`src/design/assert_macros.svh`:
```
// assert_macros.svh: assertion macros for the RTL file that checks itself, ascii85_decoder_top.
// Depends on nothing; include by bare file name.
`ifndef ASSERT_MACROS_SVH
`define ASSERT_MACROS_SVH

// Check that a condition holds on every clock edge outside reset.
`define ASSERT_ALWAYS(label, clk, rst, expr) \
  label: assert property (@(posedge clk) disable iff (rst) (expr)) \
    else $error("assertion failed");

// Check that a condition implies another one in the same cycle.
`define ASSERT_SAME(label, clk, rst, ante, cons) \
  label: assert property (@(posedge clk) disable iff (rst) (ante) |-> (cons)) \
    else $error("assertion failed");

// Check that a condition implies another one in the next cycle.
`define ASSERT_NEXT(label, clk, rst, ante, cons) \
  label: assert property (@(posedge clk) disable iff (rst) (ante) |=> (cons)) \
    else $error("assertion failed");

`endif

```
`src/design/a85_pkg.sv`:
```
// a85_pkg: types, character codes, status codes and base-85 weights of the decoder.
// Depends on nothing; used by a85_decode, a85_grp_fifo, a85_serial and ascii85_decoder_top.
`timescale 1ns / 1ps
`default_nettype none

package a85_pkg;

  // result status codes
  localparam logic [1:0] ST_DATA       = 2'd0;
  localparam logic [1:0] ST_Z_IN_GROUP = 2'd1;
  localparam logic [1:0] ST_BAD_CHAR   = 2'd2;
  localparam logic [1:0] ST_SHORT_END  = 2'd3;

  // item kinds
  localparam logic KIND_CHAR = 1'b0;
  localparam logic KIND_END  = 1'b1;

  // character codes
  localparam logic [7:0] CH_FIRST = 8'd33;   // '!', digit value 0
  localparam logic [7:0] CH_LAST  = 8'd117;  // 'u', digit value 84
  localparam logic [7:0] CH_Z     = 8'd122;  // 'z', four zero bytes
  localparam logic [7:0] CH_NUL   = 8'd0;
  localparam logic [7:0] CH_BS    = 8'd8;
  localparam logic [7:0] CH_TAB   = 8'd9;
  localparam logic [7:0] CH_LF    = 8'd10;
  localparam logic [7:0] CH_FF    = 8'd12;
  localparam logic [7:0] CH_CR    = 8'd13;

  // group geometry
  localparam logic [2:0] LAST_DIGIT  = 3'd4;  // index of the fifth digit
  localparam logic [2:0] GROUP_BYTES = 3'd4;

  typedef logic [31:0] a85_word_t;
  typedef logic [2:0]  a85_count_t;

  // one queued group: word to send, bytes to send from the top, status
  typedef struct packed {
    a85_word_t  word;
    a85_count_t nbytes;
    logic [1:0] status;
  } a85_group_t;

  // weight of the digit at position idx, most significant digit first
  function automatic logic [26:0] pow85(input a85_count_t idx);
    logic [26:0] w;
    case (idx)
      3'd0:    w = 27'd52200625;
      3'd1:    w = 27'd614125;
      3'd2:    w = 27'd7225;
      3'd3:    w = 27'd85;
      default: w = 27'd1;
    endcase
    return w;
  endfunction

endpackage

`default_nettype wire

```
`src/design/a85_in_if.sv`:
```
// a85_in_if: character channel of the decoder, valid/ready with kind and char_code.
// Depends on nothing.
`timescale 1ns / 1ps
`default_nettype none

interface a85_in_if;
  logic       valid;
  logic       ready;
  logic       kind;
  logic [7:0] char_code;

  modport source (output valid, kind, char_code, input ready);
  modport sink   (input valid, kind, char_code, output ready);
endinterface

`default_nettype wire

```
`src/design/a85_out_if.sv`:
```
// a85_out_if: byte channel of the decoder, valid/ready with data_byte, status and last.
// Depends on nothing.
`timescale 1ns / 1ps
`default_nettype none

interface a85_out_if;
  logic       valid;
  logic       ready;
  logic [7:0] data_byte;
  logic [1:0] status;
  logic       last;

  modport source (output valid, data_byte, status, last, input ready);
  modport sink   (input valid, data_byte, status, last, output ready);
endinterface

`default_nettype wire

```
`src/design/a85_decode.sv`:
```
// a85_decode: group accumulator; turns accepted characters and end marks into queued groups.
// Depends on a85_pkg.
`timescale 1ns / 1ps
`default_nettype none

module a85_decode (
  input  wire logic                clk,
  input  wire logic                rst,
  input  wire logic                accept,
  input  wire logic                kind,
  input  wire logic [7:0]          char_code,
  output logic                     push,
  output a85_pkg::a85_group_t      group
);

  a85_pkg::a85_word_t  group_value, group_value_next;
  a85_pkg::a85_count_t digit_count, digit_count_next;

  logic [6:0]  digit_wide;
  logic [31:0] product;
  logic [31:0] digit_sum;
  logic [31:0] end_sum;

  assign digit_wide = 7'(char_code - a85_pkg::CH_FIRST);
  assign product    = 32'(digit_wide) * 32'(a85_pkg::pow85(digit_count));
  assign digit_sum  = group_value + product;
  assign end_sum    = group_value + 32'(a85_pkg::pow85(digit_count - 3'd1));

  always_comb begin
    push             = 1'b0;
    group            = '0;
    group_value_next = group_value;
    digit_count_next = digit_count;
    if (accept) begin
      if (kind == a85_pkg::KIND_END) begin
        if (digit_count == 3'd1) begin
          push             = 1'b1;
          group.nbytes     = 3'd1;
          group.status     = a85_pkg::ST_SHORT_END;
          group_value_next = '0;
          digit_count_next = '0;
        end else if (digit_count != 3'd0) begin
          push             = 1'b1;
          group.word       = end_sum;
          group.nbytes     = digit_count - 3'd1;
          group.status     = a85_pkg::ST_DATA;
          group_value_next = '0;
          digit_count_next = '0;
        end
      end else if (char_code == a85_pkg::CH_Z) begin
        push = 1'b1;
        if (digit_count != 3'd0) begin
          group.nbytes     = 3'd1;
          group.status     = a85_pkg::ST_Z_IN_GROUP;
          group_value_next = '0;
          digit_count_next = '0;
        end else begin
          group.nbytes = a85_pkg::GROUP_BYTES;
          group.status = a85_pkg::ST_DATA;
        end
      end else if (char_code inside {a85_pkg::CH_NUL, a85_pkg::CH_BS, a85_pkg::CH_TAB,
                                     a85_pkg::CH_LF, a85_pkg::CH_FF, a85_pkg::CH_CR}) begin
        // whitespace and control fillers: drop
      end else if (char_code < a85_pkg::CH_FIRST || char_code > a85_pkg::CH_LAST) begin
        push             = 1'b1;
        group.nbytes     = 3'd1;
        group.status     = a85_pkg::ST_BAD_CHAR;
        group_value_next = '0;
        digit_count_next = '0;
      end else if (digit_count == a85_pkg::LAST_DIGIT) begin
        push             = 1'b1;
        group.word       = digit_sum;
        group.nbytes     = a85_pkg::GROUP_BYTES;
        group.status     = a85_pkg::ST_DATA;
        group_value_next = '0;
        digit_count_next = '0;
      end else begin
        group_value_next = digit_sum;
        digit_count_next = digit_count + 3'd1;
      end
    end
  end

  always_ff @(posedge clk) begin
    if (rst) begin
      group_value <= '0;
      digit_count <= '0;
    end else begin
      group_value <= group_value_next;
      digit_count <= digit_count_next;
    end
  end

endmodule

`default_nettype wire

```
`src/design/a85_grp_fifo.sv`:
```
// a85_grp_fifo: two-entry queue of decoded groups between accumulator and byte serializer.
// Depends on a85_pkg.
`timescale 1ns / 1ps
`default_nettype none

module a85_grp_fifo (
  input  wire logic                clk,
  input  wire logic                rst,
  input  wire logic                push,
  input  wire a85_pkg::a85_group_t din,
  input  wire logic                pop,
  output logic                     full,
  output logic                     valid,
  output a85_pkg::a85_group_t      dout
);

  a85_pkg::a85_group_t entries [2];
  logic       wr_ptr;
  logic       rd_ptr;
  logic [1:0] fill;

  assign full  = (fill == 2'd2);
  assign valid = (fill != 2'd0);
  assign dout  = entries[rd_ptr];

  always_ff @(posedge clk) begin
    if (push) begin
      entries[wr_ptr] <= din;
    end
  end

  always_ff @(posedge clk) begin
    if (rst) begin
      wr_ptr <= 1'b0;
      rd_ptr <= 1'b0;
      fill   <= '0;
    end else begin
      if (push) begin
        wr_ptr <= ~wr_ptr;
      end
      if (pop) begin
        rd_ptr <= ~rd_ptr;
      end
      case ({push, pop})
        2'b10:   fill <= fill + 2'd1;
        2'b01:   fill <= fill - 2'd1;
        default: fill <= fill;
      endcase
    end
  end

endmodule

`default_nettype wire

```
`src/design/a85_serial.sv`:
```
// a85_serial: output register that sends a queued group one byte per transfer, top byte first.
// Depends on a85_pkg and a85_out_if.
`timescale 1ns / 1ps
`default_nettype none

module a85_serial (
  input  wire logic                clk,
  input  wire logic                rst,
  input  wire logic                q_valid,
  input  wire a85_pkg::a85_group_t q_group,
  output logic                     pop,
  a85_out_if.source                dst
);

  logic                busy;
  a85_pkg::a85_word_t  word;
  a85_pkg::a85_count_t remaining;
  logic [1:0]          status;
  logic                done;

  assign dst.valid     = busy;
  assign dst.data_byte = word[31:24];
  assign dst.status    = status;
  assign dst.last      = (remaining == 3'd1);

  assign done = busy && dst.ready && (remaining == 3'd1);
  assign pop  = q_valid && (!busy || done);

  always_ff @(posedge clk) begin
    if (pop) begin
      word      <= q_group.word;
      remaining <= q_group.nbytes;
      status    <= q_group.status;
    end else if (busy && dst.ready) begin
      word      <= {word[23:0], 8'h00};
      remaining <= remaining - 3'd1;
    end
  end

  always_ff @(posedge clk) begin
    if (rst) begin
      busy <= 1'b0;
    end else if (pop) begin
      busy <= 1'b1;
    end else if (done) begin
      busy <= 1'b0;
    end
  end

endmodule

`default_nettype wire

```
`src/design/ascii85_decoder_top.sv`:
```
// ascii85_decoder_top: base-85 text decoder, characters in and bytes out.
// Depends on a85_pkg, a85_in_if, a85_out_if, a85_decode, a85_grp_fifo, a85_serial, assert_macros.svh.
//
//   channel   dir  payload                        moves per transfer
//   char_in   in   kind, char_code                one character or end mark
//   byte_out  out  data_byte, status, last        one decoded byte or error
//
// Flow: a character transfer is taken every cycle while the group queue has room;
//   the accumulator updates in the cycle of the transfer and a finished group enters
//   the queue at that edge. Bytes leave at one per cycle while byte_out.ready is high;
//   a queued group is loaded into the output register when it is idle or sends its last byte.
// Reset: rst clears the group accumulator, the queue and the output register's busy flag.
// Stalls: byte_out.ready low holds the current byte; the two-entry queue then fills
//   and char_in.ready drops until a whole group has gone out.
`timescale 1ns / 1ps
`default_nettype none
`include "assert_macros.svh"

module ascii85_decoder_top (
  input  wire logic clk,
  input  wire logic rst,
  a85_in_if.sink    char_in,
  a85_out_if.source byte_out
);

  logic                accept;
  logic                push;
  a85_pkg::a85_group_t group;
  logic                q_full;
  logic                q_valid;
  a85_pkg::a85_group_t q_group;
  logic                pop;

  // Take a character whenever the queue can hold whatever it may produce.
  assign char_in.ready = !q_full;
  assign accept        = char_in.valid && char_in.ready;

  // Accumulate digits; emit a group on a fifth digit, a 'z', an end mark after a partial group or an error.
  a85_decode u_decode (
    .clk       (clk),
    .rst       (rst),
    .accept    (accept),
    .kind      (char_in.kind),
    .char_code (char_in.char_code),
    .push      (push),
    .group     (group)
  );

  // Buffer groups so the input side keeps moving while bytes drain.
  a85_grp_fifo u_fifo (
    .clk   (clk),
    .rst   (rst),
    .push  (push),
    .din   (group),
    .pop   (pop),
    .full  (q_full),
    .valid (q_valid),
    .dout  (q_group)
  );

  // Send each group top byte first, marking the final byte of the item.
  a85_serial u_serial (
    .clk     (clk),
    .rst     (rst),
    .q_valid (q_valid),
    .q_group (q_group),
    .pop     (pop),
    .dst     (byte_out)
  );

  // Error results carry a zero byte and close their item.
  `ASSERT_SAME(a_err_last, clk, rst, byte_out.valid && byte_out.status != a85_pkg::ST_DATA, byte_out.last && byte_out.data_byte == 8'h00)
  // A group enters the queue only on an accepted character transfer.
  `ASSERT_SAME(a_push_on_accept, clk, rst, push, char_in.valid && char_in.ready)
  // A queued group never waits behind an idle output register.
  `ASSERT_NEXT(a_load_when_idle, clk, rst, q_valid && !byte_out.valid, byte_out.valid)
  // A full queue never takes another group.
  `ASSERT_ALWAYS(a_no_push_full, clk, rst, !(push && q_full))

endmodule

`default_nettype wire
```
`src/flat_wrapper.sv`:
```
// flat-port wrapper written by rule: the top's interface ports become plain ports
module ascii85_decoder_top_flat 
  (clk, rst, char_in_valid, char_in_kind, char_in_char_code, char_in_ready, byte_out_valid, byte_out_data_byte, byte_out_status, byte_out_last, byte_out_ready);
  a85_in_if char_in_i ();
  a85_out_if byte_out_i ();
  input  wire logic clk;
  input  wire logic rst;
  input wire logic [$bits(char_in_i.valid)-1:0] char_in_valid;
  input wire logic [$bits(char_in_i.kind)-1:0] char_in_kind;
  input wire logic [$bits(char_in_i.char_code)-1:0] char_in_char_code;
  output wire logic [$bits(char_in_i.ready)-1:0] char_in_ready;
  output wire logic [$bits(byte_out_i.valid)-1:0] byte_out_valid;
  output wire logic [$bits(byte_out_i.data_byte)-1:0] byte_out_data_byte;
  output wire logic [$bits(byte_out_i.status)-1:0] byte_out_status;
  output wire logic [$bits(byte_out_i.last)-1:0] byte_out_last;
  input wire logic [$bits(byte_out_i.ready)-1:0] byte_out_ready;
  assign char_in_i.valid = char_in_valid;
  assign char_in_i.kind = char_in_kind;
  assign char_in_i.char_code = char_in_char_code;
  assign char_in_ready = char_in_i.ready;
  assign byte_out_valid = byte_out_i.valid;
  assign byte_out_data_byte = byte_out_i.data_byte;
  assign byte_out_status = byte_out_i.status;
  assign byte_out_last = byte_out_i.last;
  assign byte_out_i.ready = byte_out_ready;
  ascii85_decoder_top u_core (.clk(clk), .rst(rst), .char_in(char_in_i), .byte_out(byte_out_i));
endmodule
```
`config.mk`:
```
export PLATFORM = sky130hd
export DESIGN_NAME = ascii85_decoder_top_flat
export DESIGN_NICKNAME = d
export VERILOG_FILES = /design/src/design/a85_pkg.sv /design/src/design/a85_in_if.sv /design/src/design/a85_out_if.sv /design/src/design/a85_decode.sv /design/src/design/a85_grp_fifo.sv /design/src/design/a85_serial.sv /design/src/design/ascii85_decoder_top.sv /design/src/flat_wrapper.sv
export VERILOG_INCLUDE_DIRS = /design/src /design/src/design
export SDC_FILE = /design/constraint.sdc
export NUM_CORES = 1
export LEC_CHECK = 0
export BUFFER_PORTS_ARGS = -buffer_cell sky130_fd_sc_hd__buf_2
export CORE_ASPECT_RATIO = 2
export CORE_MARGIN = 2
export CORE_UTILIZATION = 59
export CTS_BUF_LIST = sky130_fd_sc_hd__clkbuf_16
export DETAILED_ROUTE_END_ITERATION = 16
export MAX_ROUTING_LAYER = met4
export PLACE_DENSITY = 0.79
export SLEW_MARGIN = 20
export SYNTH_ARGS = -nofsm -noshare
export SYNTH_HDL_FRONTEND = slang
export SYNTH_SLANG_ARGS = --single-unit
```
`constraint.sdc`:
```
create_clock -name clk -period 6.2 [get_ports clk]
set_clock_uncertainty 0.2 [all_clocks]
set_input_delay 0.62 -clock clk [delete_from_list [all_inputs] [get_ports clk]]
set_output_delay 0.62 -clock clk [all_outputs]
set_load 0.05 [all_outputs]
```
==> impl_metrics.env <==
export IMPL_yosys_area_top_type="edfxtp_1"
export IMPL_io_buffer_count=25
export IMPL_cts_tree="built"
export IMPL_worstPathCellList="clkinvlp_4 -> ha_4 -> nor2_4 -> nor2_1 -> nor2_2 -> nor2_2 -> fa_1 -> inv_1 -> fa_1 -> inv_1 -> fa_1 -> inv_1 -> fa_1 -> inv_1 -> ha_4 -> buf_4 -> a21o_1 -> o41ai_4 -> o31ai_1 -> buf_4 -> a41o_1 -> a221oi_2 -> xnor2_1 -> a22o_1"
export IMPL_p_leak_nw=6.83
export IMPL_synth_seq_area_share_pct=32.4
export IMPL_grt_overflow=0
export IMPL_endpoint_kind="flip-flop"
export IMPL_path_class="flip-flop to flip-flop"
export IMPL_crit_required_ps=6180
export IMPL_critPathMaxStageDelay_ps=520
export IMPL_wirelength_mm=32.4
export IMPL_cp_slowest_cell="fa_1"
export IMPL_dr_wl_met3_mm=1.16
export IMPL_async_reset_ff_share_pct=0
export IMPL_synth_seq_cells=152
export IMPL_synthMuxAreaShare_pct=2.98
export IMPL_numCtsBuffers=17
export IMPL_hpwl_mm=26.4
export IMPL_cp_depth=24
export IMPL_ff_latch_area_sq_mm=0.00416
export IMPL_fp_dieW_um=108
export IMPL_clk_latency_ps=440
export IMPL_powerDensity_mw_per_mm2=501
export IMPL_grt_pass1_vias=10368
export IMPL_ys_top_cells_by_area="edfxtp_1, fa_1, ha_1"
export IMPL_hold_depth=4
export IMPL_clock_root_buffer="clkbuf_16"
export IMPL_hold_path_class="input port to flip-flop"
export IMPL_synth_simple_area_share_pct=11.6
export IMPL_synth_nets=1554
export IMPL_total_power_mw=7.56
export IMPL_worstPathArrival_ps=5970
export IMPL_timing_hold_ws_ps=311
export IMPL_drt_initial_drc_count=664
export IMPL_grt_usage_pct=30.2
export IMPL_hold_viol_final=0
export IMPL_grt_first_pass_wirelength_mm=50.4
export IMPL_final_antenna_net_count=0
export IMPL_ioPinCount=26
export IMPL_drt_pre_antenna_iters=5
export IMPL_multi_input_area_sq_mm=0.00800
export IMPL_synth_top_area_share_pct=26.0
export IMPL_synth_flop_cell="edfxtp_1"
export IMPL_setup_viol_count_final=0
export IMPL_synth_warnings=0
export IMPL_path_clk_slew_ps=70
export IMPL_synth_most_common_cell="inv_1"
export IMPL_irDropWorstVdd_uv=402
export IMPL_synthCells=1324
export IMPL_synth_commonest_cells="inv_1, nor2_1, ha_1"
export IMPL_wl_per_cell_um=18.5
export IMPL_fmax_mhz=167
export IMPL_clockBufferDepth=2
export IMPL_pre_cts_slack_ps=-359
export IMPL_worstMarginPinSlew_ps=1060
export IMPL_status="complete, no violations"
export IMPL_ys_types=65
export IMPL_crit_family="adder cells"
export IMPL_synthXorXnorAreaFrac_pct=4.91
export IMPL_grt_max_degree=55
export IMPL_start_kind="flip-flop"
export IMPL_worst_path_buf_inv=7
export IMPL_die_h_um=213
export IMPL_synth_compound_area_share_pct=14.1
export IMPL_reg2regPathDepth=24
export IMPL_die_area_sq_mm=0.0230
export IMPL_cts_sinks=152
export IMPL_period_share_pct=96.7
export IMPL_layout_setup_ws_ps=207
export IMPL_netlist_area_sq_mm=0.0128
export IMPL_initial_utilization_pct=59.7
export IMPL_wl_met1_mm=11.1
export IMPL_gp_congestion=1.06
export IMPL_viasPerCell=5.84
export IMPL_highest_layer="met4"
export IMPL_nNetsFinal=1694
export IMPL_synth_area_per_cell_sq_um=9.70
export IMPL_stdcell_count=1750
export IMPL_num_vias=10228
export IMPL_drc=0
export IMPL_num_antenna_cells=0
export IMPL_area_growth_syn_to_layout_pct=17.6
export IMPL_synth_top_family_by_area="adder cells"
export IMPL_fin_setup_tns_ps=0
export IMPL_antenna_found_initial=0
export IMPL_dp_cells=1713
export IMPL_nFillCells=1646
export IMPL_yosys_area_share_adder_pct=26.8
export IMPL_drv_cap=0
export IMPL_rows=76
export IMPL_drive_above_1_share_pct=18.5
export IMPL_slew_headroom_pct=28.6
export IMPL_cp_max_fo=5
export IMPL_htree_num_levels=4
export IMPL_synth_edf_count=111
export IMPL_finalMaxSlewViolations=0
export IMPL_wl_met2_mm=17.7
export IMPL_core_area_sq_mm=0.0215
export IMPL_period_minus_slack_ps=5990
==> sequential cells by signal (all words and copies together), names as in the netlist, named ones only <==
| name | flops |
|---|---|
| u_core.u_fifo.entries | 74 |
| u_core.u_serial.remaining | 3 |
| u_core.u_decode.digit_count | 3 |
| u_core.u_fifo.wr_ptr | 1 |
| u_core.u_decode.group_value | 32 |
| u_core.u_fifo.rd_ptr | 1 |
| u_core.u_fifo.fill | 2 |
| u_core.u_serial.dst.valid | 1 |
| u_core.u_serial.dst.status | 2 |
| u_core.u_serial.word | 32 |
==> path summary, 6_finish.rpt <==
check / start / endpoint / slack (ps)
max: u_core.u_decode.digit_count[0] / u_core.u_fifo.entries[0][35] / 210
min: byte_out_ready / u_core.u_serial.dst.valid / 310
max reg2reg: u_core.u_decode.digit_count[0] / u_core.u_fifo.entries[0][35] / 210
min reg2reg: u_core.u_fifo.rd_ptr / flip-flop / 330
==> cells by family after synthesis <==
logic type | count (synthesis)
multiplexers | 38
buffers and inverters | 242
AND/OR/NAND/NOR | 326
AO/OA/AOI/OAI | 277
adder cells (fa/ha/maj) | 217
XOR/XNOR | 72
flip-flops | 152
==> per-layer routing <==
| metal | track usage, % | vias up |
|---|---|---|
| li1 | - | 4817 |
| met1 | 28.8 | 4923 |
| met2 | 54.4 | 354 |
| met3 | 3.31 | 134 |
| met4 | 22.5 | 0 |
| met5 | - | - |
==> power by group <==
group | internal, mW | switching [mW] | total, mW
Sequential | 1.44 | 0.126 | 1.56
Clock | 0.641 | 0.429 | 1.07
Combinational | 2.08 | 2.84 | 4.93
==> per-stage QoR <==
stage          area, sq um  util, %
2_1_floorplan        12900        -
3_3_place_gp         14200     66.0
5_1_grt              15100     70.2
6_report             15100     70.2
3_5_place_dp         14200     66.0
4_1_cts              14800     68.9
==> area by class of cell <==
| class | count | share of cell area [%] |
|---|---|---|
| clock buffers | 17 | 2.82 |
| clock inverters | 15 | 1.27 |
| inverters | 190 | 4.77 |
| multi-input cells | 930 | 53.0 |
| flip-flops and latches | 152 | 27.6 |
| well taps | 273 | 2.26 |
| repair buffers | 173 | 8.32 |
==> timing repair <==
item	4_1_cts	5_1_grt
hold buffers	0	0
setup buffers	0	4
endpoints found under the setup margin	2	30
pin swaps	0	12
resized for setup	1	53
==> cells in the final DEF (no fill, tap or decap), types with 18 or more instances in the layout <==
master	instances
a22oi_1	31
inv_1	186
buf_4	147
dfxtp_1	37
o21ai_0	41
mux2i_1	36
nand2_1	66
edfxtp_1	111
nor2_1	135
fa_1	95
ha_1	111
buf_2	25
a21o_1	18
xnor2_1	50
nand3_1	19
a21oi_1	93
xor2_1	21
==> worst min-delay path: cells and delay by family <==
kind | cells | cell delay [ps]
buf+inv | 1 | 80
simple gates | 2 | 110
compound gates | 1 | 70
No activity file was read; power rests on OpenSTA's default activity.
